`config.mk`:
```
export PLATFORM = sky130hd
export DESIGN_NAME = psd_ctrl
export DESIGN_NICKNAME = d
export VERILOG_FILES = /design/src/hw/rtl/psd_pkg.sv /design/src/hw/rtl/psd_ctrl.sv
export SDC_FILE = /design/constraint.sdc
export NUM_CORES = 1
export LEC_CHECK = 0
export BUFFER_PORTS_ARGS = -buffer_cell sky130_fd_sc_hd__buf_2
export CAP_MARGIN = 15
export CORE_AREA = 4 4 41 43
export CTS_BUF_LIST = sky130_fd_sc_hd__clkbuf_8
export CTS_CLUSTER_DIAMETER = 80
export DETAILED_ROUTE_END_ITERATION = 8
export DIE_AREA = 0 0 45 47
export PLACE_DENSITY = 0.3
export SYNTH_ARGS = -nofsm -noshare
export SYNTH_HDL_FRONTEND = slang
export SYNTH_SLANG_ARGS = --single-unit
```
`constraint.sdc`:
```
create_clock -name clk -period 1.01 [get_ports clk]
set_input_delay 0.202 -clock clk [delete_from_list [all_inputs] [get_ports clk]]
set_output_delay 0.202 -clock clk [all_outputs]
set_load 0.01 [all_outputs]
```
`src/hw/rtl/psd_pkg.sv`:
```
// Package for the previous-smaller-distance block: widths, stack depth,
// controller state type and the command/status structs between modules.
// No dependencies.
`default_nettype none
package psd_pkg;

  // Stack depth and field widths
  localparam int MAX_LEN  = 1024;
  localparam int ADDR_W   = $clog2(MAX_LEN);
  localparam int CNT_W    = $clog2(MAX_LEN + 1);
  localparam int POS_W    = ADDR_W;
  localparam int HEIGHT_W = 16;
  localparam int SPAN_W   = 11;
  localparam int ENTRY_W  = HEIGHT_W + POS_W;

  // Controller states
  typedef enum logic [1:0] {
    PSD_IDLE,
    PSD_CHECK,
    PSD_FETCH
  } psd_state_t;

  // Controller to datapath
  typedef struct packed {
    logic take;    // latch the incoming bar
    logic pop;     // drop the top entry, load the one below
    logic finish;  // produce the result, push the bar if not full, advance position
  } psd_cmd_t;

  // Datapath to controller
  typedef struct packed {
    logic pop_needed;  // stack non-empty and top strictly taller than the bar
    logic out_free;    // output register can take a result this cycle
  } psd_status_t;

endpackage
`default_nettype wire

```
`src/hw/rtl/psd_ctrl.sv`:
```
// Controller for the previous-smaller-distance block: sequences accept,
// pop loop and finish. Depends on psd_pkg.
`default_nettype none
module psd_ctrl (
  input  wire logic                 clk,
  input  wire logic                 rst,
  input  wire logic                 in_valid,
  output logic                      in_ready,
  input  wire psd_pkg::psd_status_t status,
  output psd_pkg::psd_cmd_t         cmd
);

  psd_pkg::psd_state_t state, state_next;

  // State register
  always_ff @(posedge clk) begin
    if (rst) begin
      state <= psd_pkg::PSD_IDLE;
    end else begin
      state <= state_next;
    end
  end

  // Next state and commands
  always_comb begin
    state_next = state;
    cmd        = '0;
    in_ready   = 1'b0;
    unique case (state)
      psd_pkg::PSD_IDLE: begin
        in_ready = 1'b1;
        if (in_valid) begin
          cmd.take   = 1'b1;
          state_next = psd_pkg::PSD_CHECK;
        end
      end
      psd_pkg::PSD_CHECK: begin
        if (status.pop_needed) begin
          cmd.pop    = 1'b1;
          state_next = psd_pkg::PSD_FETCH;
        end else if (status.out_free) begin
          cmd.finish = 1'b1;
          state_next = psd_pkg::PSD_IDLE;
        end
      end
      psd_pkg::PSD_FETCH: begin
        // wait for the entry below the new top to be read
        state_next = psd_pkg::PSD_CHECK;
      end
      default: begin
        state_next = psd_pkg::PSD_IDLE;
      end
    endcase
  end

endmodule
`default_nettype wire

```
After elaboration in Yosys (flattened, before gate mapping)

Cells that the tools add are included.

Bits in registers: 2
Word-level logic and storage cells: 18

Equal/unequal tests: 4
Mux-type cells: 11
Reduce and logical (&&, ||, !) cells: 2

Operators by type and width:

| cell               | number |
|---|---|
| $mux 2             | 4 |
| $mux 1             | 6 |
| $pmux 2 s3         | 1 |
| $ne 3x3->1 const B | 1 |
| $eq 2x1->1 const B | 1 |
| $eq 2x2->1 const B | 1 |
| $logic_not 2->1    | 1 |
| $ne 2x2->1 const B | 1 |
| $reduce_and 2->1   | 1 |

Logic depth before layout (Yosys ltp)

Gate-level depths: netlist of the first run.

Depth in word-level cells: 3
Mapped depth: 2
Gate-level depth less buffers: 2

Worst setup path after synthesis of the first run

Ideal clock, no wire load.

Path kind: register to output
From: register state[0]
To: output cmd[2] (netlist bit)
Arrival: 721 ps
Required time: 808 ps
Setup slack: 87 ps
Stages on the path, launching flop included: 3
Path buffers: 0
Cells stage by stage: dfxtp_1 > nor2_1 > and2_1

RTL lines:

| what                     | RTL line       | source |
|---|---|---|
| start: declaration       | psd_ctrl.sv:13 | `psd_pkg::psd_state_t state, state_next;` |
| start signal: assignment | psd_ctrl.sv:18 | `state <= psd_pkg::PSD_IDLE;` |
| start signal: assignment | psd_ctrl.sv:20 | `state <= state_next;` |
| end: declaration         | psd_ctrl.sv:10 | `output psd_pkg::psd_cmd_t cmd` |

==> results.py, run 1 <==
metrics = {
    "status": {
        "outcome": "complete, but fails checks",
        "violations": "setup timing",
    },
    "place": {
        "io_buffers": 8,
        "pre_cts_slack_ns": 0.0795,
        "finalWeightedCongestion": 0.634,
        "postPlaceCellArea_um2": 156,
        "placed_cells": 33,
    },
    "sta": {
        "slew-limit-headroom_pct": 89.3,
        "grt_setup_unrepaired": "true",
        "tightest_slew_ns": 0.159,
        "min_period_ns": 1.14,
        "clock_skew_ns": 0.00354,
        "drv_slew": 0,
        "setup_slack_ns": -0.125,
        "max_clock_freq_mhz": 881,
        "finalSetupViolCount": 3,
        "period_share_pct": 112,
        "finalHoldViolCount": 0,
    },
    "finish": {
        "design_area_um2": 223,
        "num_antenna_cells": 0,
        "fin_util_pct": 17.1,
        "seqCellArea_um2": 42.5,
        "largest_registers": "state x2",
        "drive_gt1_share_pct": 77.3,
        "layout_common_cells": "6 x buf_2, 3 x clkbuf_8, 2 x nor3_1, 2 x buf_6, 2 x dfxtp_2",
        "syn_to_final_growth_pct": 112,
        "largest_reg_flops": 2,
        "layout_commonest_cell": "buf_2",
        "fin_cells": 37,
        "largest-register": "state",
        "num-fill-cells": 153,
        "layout.nets": 29,
        "multi_input_area_um2": 60.1,
    },
    "clock_network": {
        "numCtsBuffers": 3,
        "cts.path.max_buffers": 2,
        "cts.sinks": 2,
        "ctsRootBufferMaster": "clkbuf_8",
        "hold_buffers": 0,
        "cts_max_level": 1,
        "clock_latency_ns": 0.21,
        "cts_tree": "yes",
        "clkTransAtPathRegs_ns": 0.03,
    },
    "detailed_routing": {
        "wire_per_inst_um": 9.32,
        "post-route-drc-count": 0,
        "vias": 119,
        "dr_wl_met3_um": 82,
        "route.met2.wl_um": 110,
        "top_layer_used": "met3",
        "met1_length_um": 151,
        "routed_via_density": 3.22,
        "drt_iter0_markers": 1,
        "detail-route-antenna-nets": 0,
        "drtPass1Iterations": 2,
        "wl_um": 345,
    },
    "die": {
        "io_pins": 9,
        "initial_core_util_pct": 8.08,
        "die_area_um2": 2120,
        "die_h_um": 47,
        "dieWidth_um": 45,
        "core.rowCount": 13,
        "placeableCoreArea_um2": 1300,
    },
    "worst_setup_path": {
        "end_kind": "output pin",
        "critPathKind": "reg -> out",
        "arrival_ns": 0.93,
        "crit_fanout": 5,
        "worst_setup_path_start_kind": "register",
        "cp.required_ns": 0.81,
    },
    "hold_path": {
        "hold_path_class": "in -> reg",
    },
    "logic_synthesis": {
        "synth_top_cell_area_share_pct": 38.1,
        "synth_area_um2": 105,
        "synthCells": 11,
        "yosysWarnings": 0,
        "yosysSeqAreaShare_pct": 38.1,
        "syn_nets": 16,
        "synth_top_area_cell": "dfxtp_1",
        "synth.avg_cell_area_um2": 9.55,
        "synth_cell_types": 9,
        "synth-seq-cells": 2,
        "synth.area.top_cells": "dfxtp_1 38%, and4bb_2 12%, and3b_2 9.5%",
    },
    "pwr": {
        "power_mw": 0.464,
        "ir_worst_vdd_uv": 563,
        "power.density_nw_per_um2": 2080,
        "p_leak_nw": 0.101,
    },
    "grt": {
        "grt_pass1_wl_um": 621,
        "grt_pass1_vias": 150,
        "gr-usage-all-layers_pct": 4.97,
        "antenna_found_initial": 0,
        "grt_max_degree": 6,
        "gr-total-overflow": 0,
    },
    "flow_run": {
        "max_cap_violations": 0,
    },
}
## final cells by class
cell class	count	share of cell area, %
sequential	2	19.1
multi-input combinational	8	27.0
clock buffer	3	18.5
timing repair buffer	9	27.0
tap	15	8.43
## metal layers
metal	vias to the layer above	global-route usage [%]
met4	0	7.02
met2	10	4.52
met5	-	0
met1	48	4.75
met3	0	5.36
li1	61	-
## path summary, 6_finish.rpt
check / start / depth (start not counted) / slack [ns] / end
setup / recovery: state[1] / 2 / -0.13 / cmd[0]
hold / removal: rst / 2 / 0.16 / state[1]
setup reg to reg: state[1] / 3 / 0.08 / state[1]
hold reg to reg: state[1] / 2 / 0.57 / state[0]
## power by group
group / internal [mW] / switching (mW) / total (mW) / leakage (nW)
Sequential: 0.0862 / 0.00621 / 0.0924 / 0.0172
Clock: 0.252 / 0.0626 / 0.315 / 0.0216
Combinational: 0.0335 / 0.0234 / 0.0568 / 0.0620
## kinds of logic (layout without fill, tap and decap cells)
family	Yosys count	in the layout	share of synthesized area, %
and+or+nand+nor	7	7	46.4
buffers and inverters	1	12	7.15
DFF	2	2	38.1
AOI/OAI and AO/OA	1	1	8.33
## synthesized netlist by cell type
| cell | number |
|---|---|
| nor2_1 | 1 |
| nor3_1 | 2 |
| and3b_2 | 1 |
| buf_4 | 1 |
| and2_1 | 1 |
| and4bb_2 | 1 |
| o31a_1 | 1 |
| nor2b_1 | 1 |
| dfxtp_1 | 2 |
## stage by stage
step	hold WS (ns)	TNS (ns)
5_1_grt	0.162	-0.484
3_3_place_gp	0.380	0
4_1_cts	0.152	-0.352
6_report	0.159	-0.309
2_1_floorplan	0.274	0
3_5_place_dp	0.380	0
## what timing repair did
action                                  CTS  global route
resized for setup                         4             1
setup buffers                             1             0
endpoints found under the setup margin    4             4
## critical path: stages (launching register included)
cell and delay [ns]:
dfxtp_2 0.33, and4bb_2 0.30, buf_6 0.10
Power figures use the tool's default switching activity.
==> inputs of run 2 (changes only) <==
Settings changed: BUFFER_PORTS_ARGS -buffer_cell sky130_fd_sc_hd__buf_2 to unset, CTS_CLUSTER_SIZE set to 14, DONT_BUFFER_PORTS set to 1.
==> run 2 against run 1 <==
  * Wire length is 5.5% lower
  * Hold slack got worse by 0.10 ns
  * Clock power fell by 2%
  * Die area stayed put
  * The flow still finishes with violations (setup timing)
  * Sequential share of layout area is 5.5 points higher
  * Global-route usage decreased by 0.39 points
  * Utilization decreased by 3.8 points
  * Power down 5.3%
  * Critical path type unchanged
  * Maximum frequency up 7.2%
  * Register-to-register slack improved by 0.08 ns
  * Flip-flop and latch count did not move
==> results.py, run 2 (synthesis gave the netlist of run 1 again) <==
metrics = {
    "worst_setup_path": {
        "worst_setup_path_start_kind": "register",
        "reg2reg_depth": 2,
        "r2r_end": "state[0]",
        "arrival_ns": 0.86,
        "cp_cell_sequence": "and4bb_2",
        "cpLargestDelayFamily": "simple AND/OR/NAND/NOR gates",
        "cp.required_ns": 0.81,
        "r2r_start": "state[1]",
        "critPathKind": "reg -> out",
        "path_buf_inv": 0,
        "crit_fanout": 5,
        "cpMaxStageDelayCell": "and4bb_2",
        "end_kind": "output pin",
        "slowest_delay_ns": 0.33,
        "r2r_slack_ns": 0.16,
        "cp.depth": 1,
    },
    "status": {
        "outcome": "complete, but fails checks",
        "violations": "setup timing",
    },
    "finish": {
        "layout.nets": 21,
        "largest-register": "state",
        "syn_to_final_growth_pct": 64.3,
        "largest_registers": "state x2",
        "fin_util_pct": 13.3,
        "fin_cells": 29,
        "num_antenna_cells": 0,
        "layout_common_cells": "3 x clkbuf_8, 2 x nor3_1, 2 x dfxtp_2",
        "design_area_um2": 173,
        "layout_commonest_cell": "clkbuf_8",
        "largest_reg_flops": 2,
        "drive_gt1_share_pct": 71.4,
    },
    "die": {
        "die_h_um": 47,
        "dieWidth_um": 45,
        "io_pins": 9,
        "die_area_um2": 2120,
        "placeableCoreArea_um2": 1300,
        "initial_core_util_pct": 8.08,
        "core.rowCount": 13,
    },
    "sta": {
        "drv_slew": 0,
        "max_clock_freq_mhz": 944,
        "period_share_pct": 105,
        "slew-limit-headroom_pct": 89.2,
        "min_period_ns": 1.06,
        "finalSetupViolCount": 2,
        "clock_skew_ns": 0.00286,
        "finalHoldViolCount": 0,
        "setup_slack_ns": -0.0492,
        "grt_setup_unrepaired": "true",
        "hold_slack_ns": 0.0578,
        "tightest_slew_ns": 0.161,
    },
    "clock_network": {
        "numCtsBuffers": 3,
        "ctsRootBufferMaster": "clkbuf_8",
        "cts_tree": "yes",
        "cts.path.max_buffers": 2,
        "cts_max_level": 1,
        "hold_buffers": 0,
        "clkTransAtPathRegs_ns": 0.03,
        "cts.sinks": 2,
        "clock_latency_ns": 0.21,
    },
    "grt": {
        "gr-usage-all-layers_pct": 4.57,
        "antenna_found_initial": 0,
        "grt_pass1_vias": 126,
        "gr-total-overflow": 0,
        "grt_max_degree": 6,
        "grt_pass1_wl_um": 538,
    },
    "place": {
        "postPlaceCellArea_um2": 124,
        "placed_cells": 26,
        "pre_cts_slack_ns": 0.131,
        "finalWeightedCongestion": 0.597,
        "io_buffers": 0,
    },
    "pwr": {
        "power.density_nw_per_um2": 2540,
        "ir_worst_vdd_uv": 623,
        "p_leak_nw": 0.0666,
        "pwr-share-comb_pct": 8.6,
        "clock_power_share_pct": 70.3,
        "p_int_mw": 0.359,
        "p_switching_mw": 0.0804,
        "p_seq_share_pct": 21.0,
        "swShare_pct": 18.3,
    },
    "hold_path": {
        "min_to": "state[1]",
        "hold_path_class": "in -> reg",
        "min_from": "rst",
        "worstHoldPathCells": 1,
    },
    "flow_run": {
        "max_cap_violations": 0,
    },
    "detailed_routing": {
        "drtPass1Iterations": 1,
        "detail-route-antenna-nets": 0,
        "vias": 95,
        "drt_iter0_markers": 0,
        "post-route-drc-count": 0,
        "wl_um": 326,
        "routed_via_density": 3.28,
        "wire_per_inst_um": 11.2,
    },
}
## run 2: cell types whose count changed in the layout (fill, tap and decap cells not counted)
cell / change
and2_1: -1
buf_2: -6
and2_4: +1
buf_6: -2
## run 2: worst max path at each step
| stage | start | end | slack, ns |
|---|---|---|---|
| 5_1_grt | state[1] | cmd[0] | -0.08 |
| 3_5_place_dp | state[0] | cmd[2] | 0.13 |
| 2_1_floorplan | state[0] | cmd[2] | 0.09 |
| 4_1_cts | state[1] | cmd[0] | -0.06 |
| 3_3_place_gp | state[0] | cmd[2] | 0.14 |
| 6_report | state[1] | cmd[0] | -0.05 |
## run 2: metal layers
layer  part of all wire (%)  global-route usage [%]
met5                      0                       0
met4                      0                    7.02
met3                     29                    6.13
met2                     34                    3.95
met1                     37                    3.62
## run 2: cell type report
cell class	instances	area, um2
Clock buffer	3	41.3
Timing Repair Buffer	1	7.51
Sequential cell	2	42.5
Tap cell	15	18.8
Multi-Input combinational cell	8	62.6
Fill cell	153	1130
## run 2: through the flow
stage | power [mW] | setup TNS, ns
global placement | 0.126 | 0
global route | 0.472 | -0.194
detailed placement | 0.127 | 0
floorplan | 0.118 | 0
CTS | 0.455 | -0.0933
finish | 0.439 | -0.0523
## run 2: power by group through the flow
stage	logic, mW	clock network [mW]	registers, mW
3_3_place_gp	0.0352	0	0.0908
4_1_cts	0.0395	0.323	0.0922
6_report	0.0379	0.309	0.0924
3_5_place_dp	0.0357	0	0.0912
2_1_floorplan	0.0277	0	0.0902
5_1_grt	0.0425	0.336	0.0936
## run 2: repair_timing
item	CTS	global route
setup buffers	0	0
hold endpoints to repair	0	0
pin swaps	3	1
gates resized for setup	4	0
setup endpoints to repair	4	4
==> inputs of run 3 (changes only) <==
Settings changed: CORE_AREA 4 4 41 43 to 2 2 39 41, DIE_AREA 0 0 45 47 to 0 0 41 43, RECOVER_POWER set to 25.
==> run 3 against run 2 <==
  * Count of clock-buffer cells in the layout unchanged
  * Largest power group unchanged
  * Clock skew shrank 0.00065 ns
  * The flow still finishes with violations (setup timing)
  * First-iteration DRC count rose by 1
  * Critical endpoint unchanged
  * Maximum frequency grew 0.36%
==> results.py, run 3 (synthesis gave the netlist of run 1 again) <==
metrics = {
    "status": {
        "outcome": "complete, but fails checks",
        "violations": "setup timing",
    },
    "finish": {
        "syn_to_final_growth_pct": 65.5,
        "largest_reg_flops": 2,
        "layout_common_cells": "3 x clkbuf_8, 2 x nor3_1, 2 x dfxtp_2",
        "layout_commonest_cell": "clkbuf_8",
        "num-fill-cells": 161,
        "design_area_um2": 174,
        "largest-register": "state",
        "num_antenna_cells": 0,
        "fin_cells": 30,
        "layout.nets": 21,
        "drive_gt1_share_pct": 71.4,
        "largest_registers": "state x2",
    },
    "worst_setup_path": {
        "crit_start": "state[1]",
        "crit_fanout": 5,
        "reg2reg_depth": 2,
        "cpLargestDelayFamily": "flip-flops",
        "cp.depth": 1,
        "cp.required_ns": 0.81,
        "cpMaxStageDelayCell": "dfxtp_2",
        "path_buf_inv": 0,
        "r2r_start": "state[1]",
        "end_kind": "output pin",
        "critPathKind": "reg -> out",
        "worst_setup_path_start_kind": "register",
        "cp_cell_sequence": "and4bb_2",
        "arrival_ns": 0.85,
        "slowest_delay_ns": 0.33,
    },
    "pwr": {
        "p_leak_nw": 0.0663,
        "power.density_nw_per_um2": 2520,
        "ir_worst_vdd_uv": 294,
    },
    "sta": {
        "tns_ns": -0.0479,
        "max_clock_freq_mhz": 948,
        "clock_skew_ns": 0.00221,
        "hold_slack_ns": 0.0614,
        "drv_slew": 0,
        "slew-limit-headroom_pct": 88.7,
        "min_period_ns": 1.06,
        "finalHoldViolCount": 0,
        "period_share_pct": 104,
        "grt_setup_unrepaired": "true",
        "finalSetupViolCount": 2,
        "tightest_slew_ns": 0.168,
        "setup_slack_ns": -0.0453,
    },
    "grt": {
        "busiest_layer": "met4",
        "gr-total-overflow": 0,
        "grt_max_degree": 6,
        "antenna_found_initial": 0,
        "use_met3_pct": 6.28,
        "grt_pass1_vias": 99,
        "grt_pass1_wl_um": 345,
        "grt.met1_usage_pct": 1.27,
        "use_met2_pct": 4.69,
        "gr-usage-all-layers_pct": 4.30,
    },
    "detailed_routing": {
        "wire_per_inst_um": 8.73,
        "vias": 96,
        "routed_via_density": 3.20,
        "wl_um": 262,
        "drtPass1Iterations": 2,
        "detail-route-antenna-nets": 0,
        "post-route-drc-count": 0,
        "drt_iter0_markers": 1,
    },
    "place": {
        "postPlaceCellArea_um2": 125,
        "pre_cts_slack_ns": 0.136,
        "placed_cells": 27,
        "dp_hpwl_um": 174,
        "io_buffers": 0,
        "finalWeightedCongestion": 0.423,
    },
    "clock_network": {
        "ctsRootBufferMaster": "clkbuf_8",
        "cts.sinks": 2,
        "postCtsSetupRepairBufs": 0,
        "cts_tree": "yes",
        "clock_latency_ns": 0.21,
        "hold_buffers": 0,
        "numCtsBuffers": 3,
        "clkTransAtPathRegs_ns": 0.03,
        "cts.path.max_buffers": 2,
        "cts_max_level": 1,
    },
    "flow_run": {
        "max_cap_violations": 0,
    },
    "hold_path": {
        "min_from": "rst",
        "hold_path_class": "in -> reg",
        "worstHoldPathCells": 1,
    },
    "die": {
        "dieWidth_um": 41,
        "initial_core_util_pct": 7.59,
        "die_h_um": 43,
        "core.rowCount": 14,
        "die_area_um2": 1760,
        "io_pins": 9,
        "placeableCoreArea_um2": 1380,
    },
}
run 3: cell counts in the layout (fill, tap and decap cells not counted):
No cell type changed its count.
run 3: what timing repair did:
action	in CTS	in global routing
pin swaps	1	1
gates resized for setup	3	1
endpoints found under the setup margin	4	4
run 3: cell type report:
type | count | area (um2) | area share (%)
flip-flops and latches | 2 | 42.5 | 24.5
clock buffers | 3 | 41.3 | 23.7
well taps | 16 | 20.0 | 11.5
repair buffers | 1 | 7.51 | 4.32
multi-input cells | 8 | 62.6 | 36.0
run 3: metal layers:
layer,wire (um),up-vias
met5,0,-
li1,-,45
met2,104,9
met3,60,2
met4,9,0
met1,88,40
run 3: final timing paths:
kind	endpoint	slack [ns]
setup reg to reg	state[0]	0.15
hold / removal	state[1]	0.06
hold reg to reg	state[0]	0.57
setup / recovery	cmd[0]	-0.05
run 3: per-stage QoR:
stage               utilization (%)  power [mW]
finish                         12.6       0.439
global route                   12.6       0.473
CTS                            12.4       0.454
detailed placement             9.04       0.125
global placement               9.04       0.124
floorplan                         -       0.118
run 3: where the power goes:
group | switching [mW] | leakage, nW | total (mW) | internal (mW)
combinational | 0.0153 | 0.0275 | 0.0367 | 0.0214
sequential | 0.00656 | 0.0172 | 0.0928 | 0.0862
clock | 0.0579 | 0.0216 | 0.309 | 0.252
total | 0.0798 | 0.0663 | 0.439 | 0.359
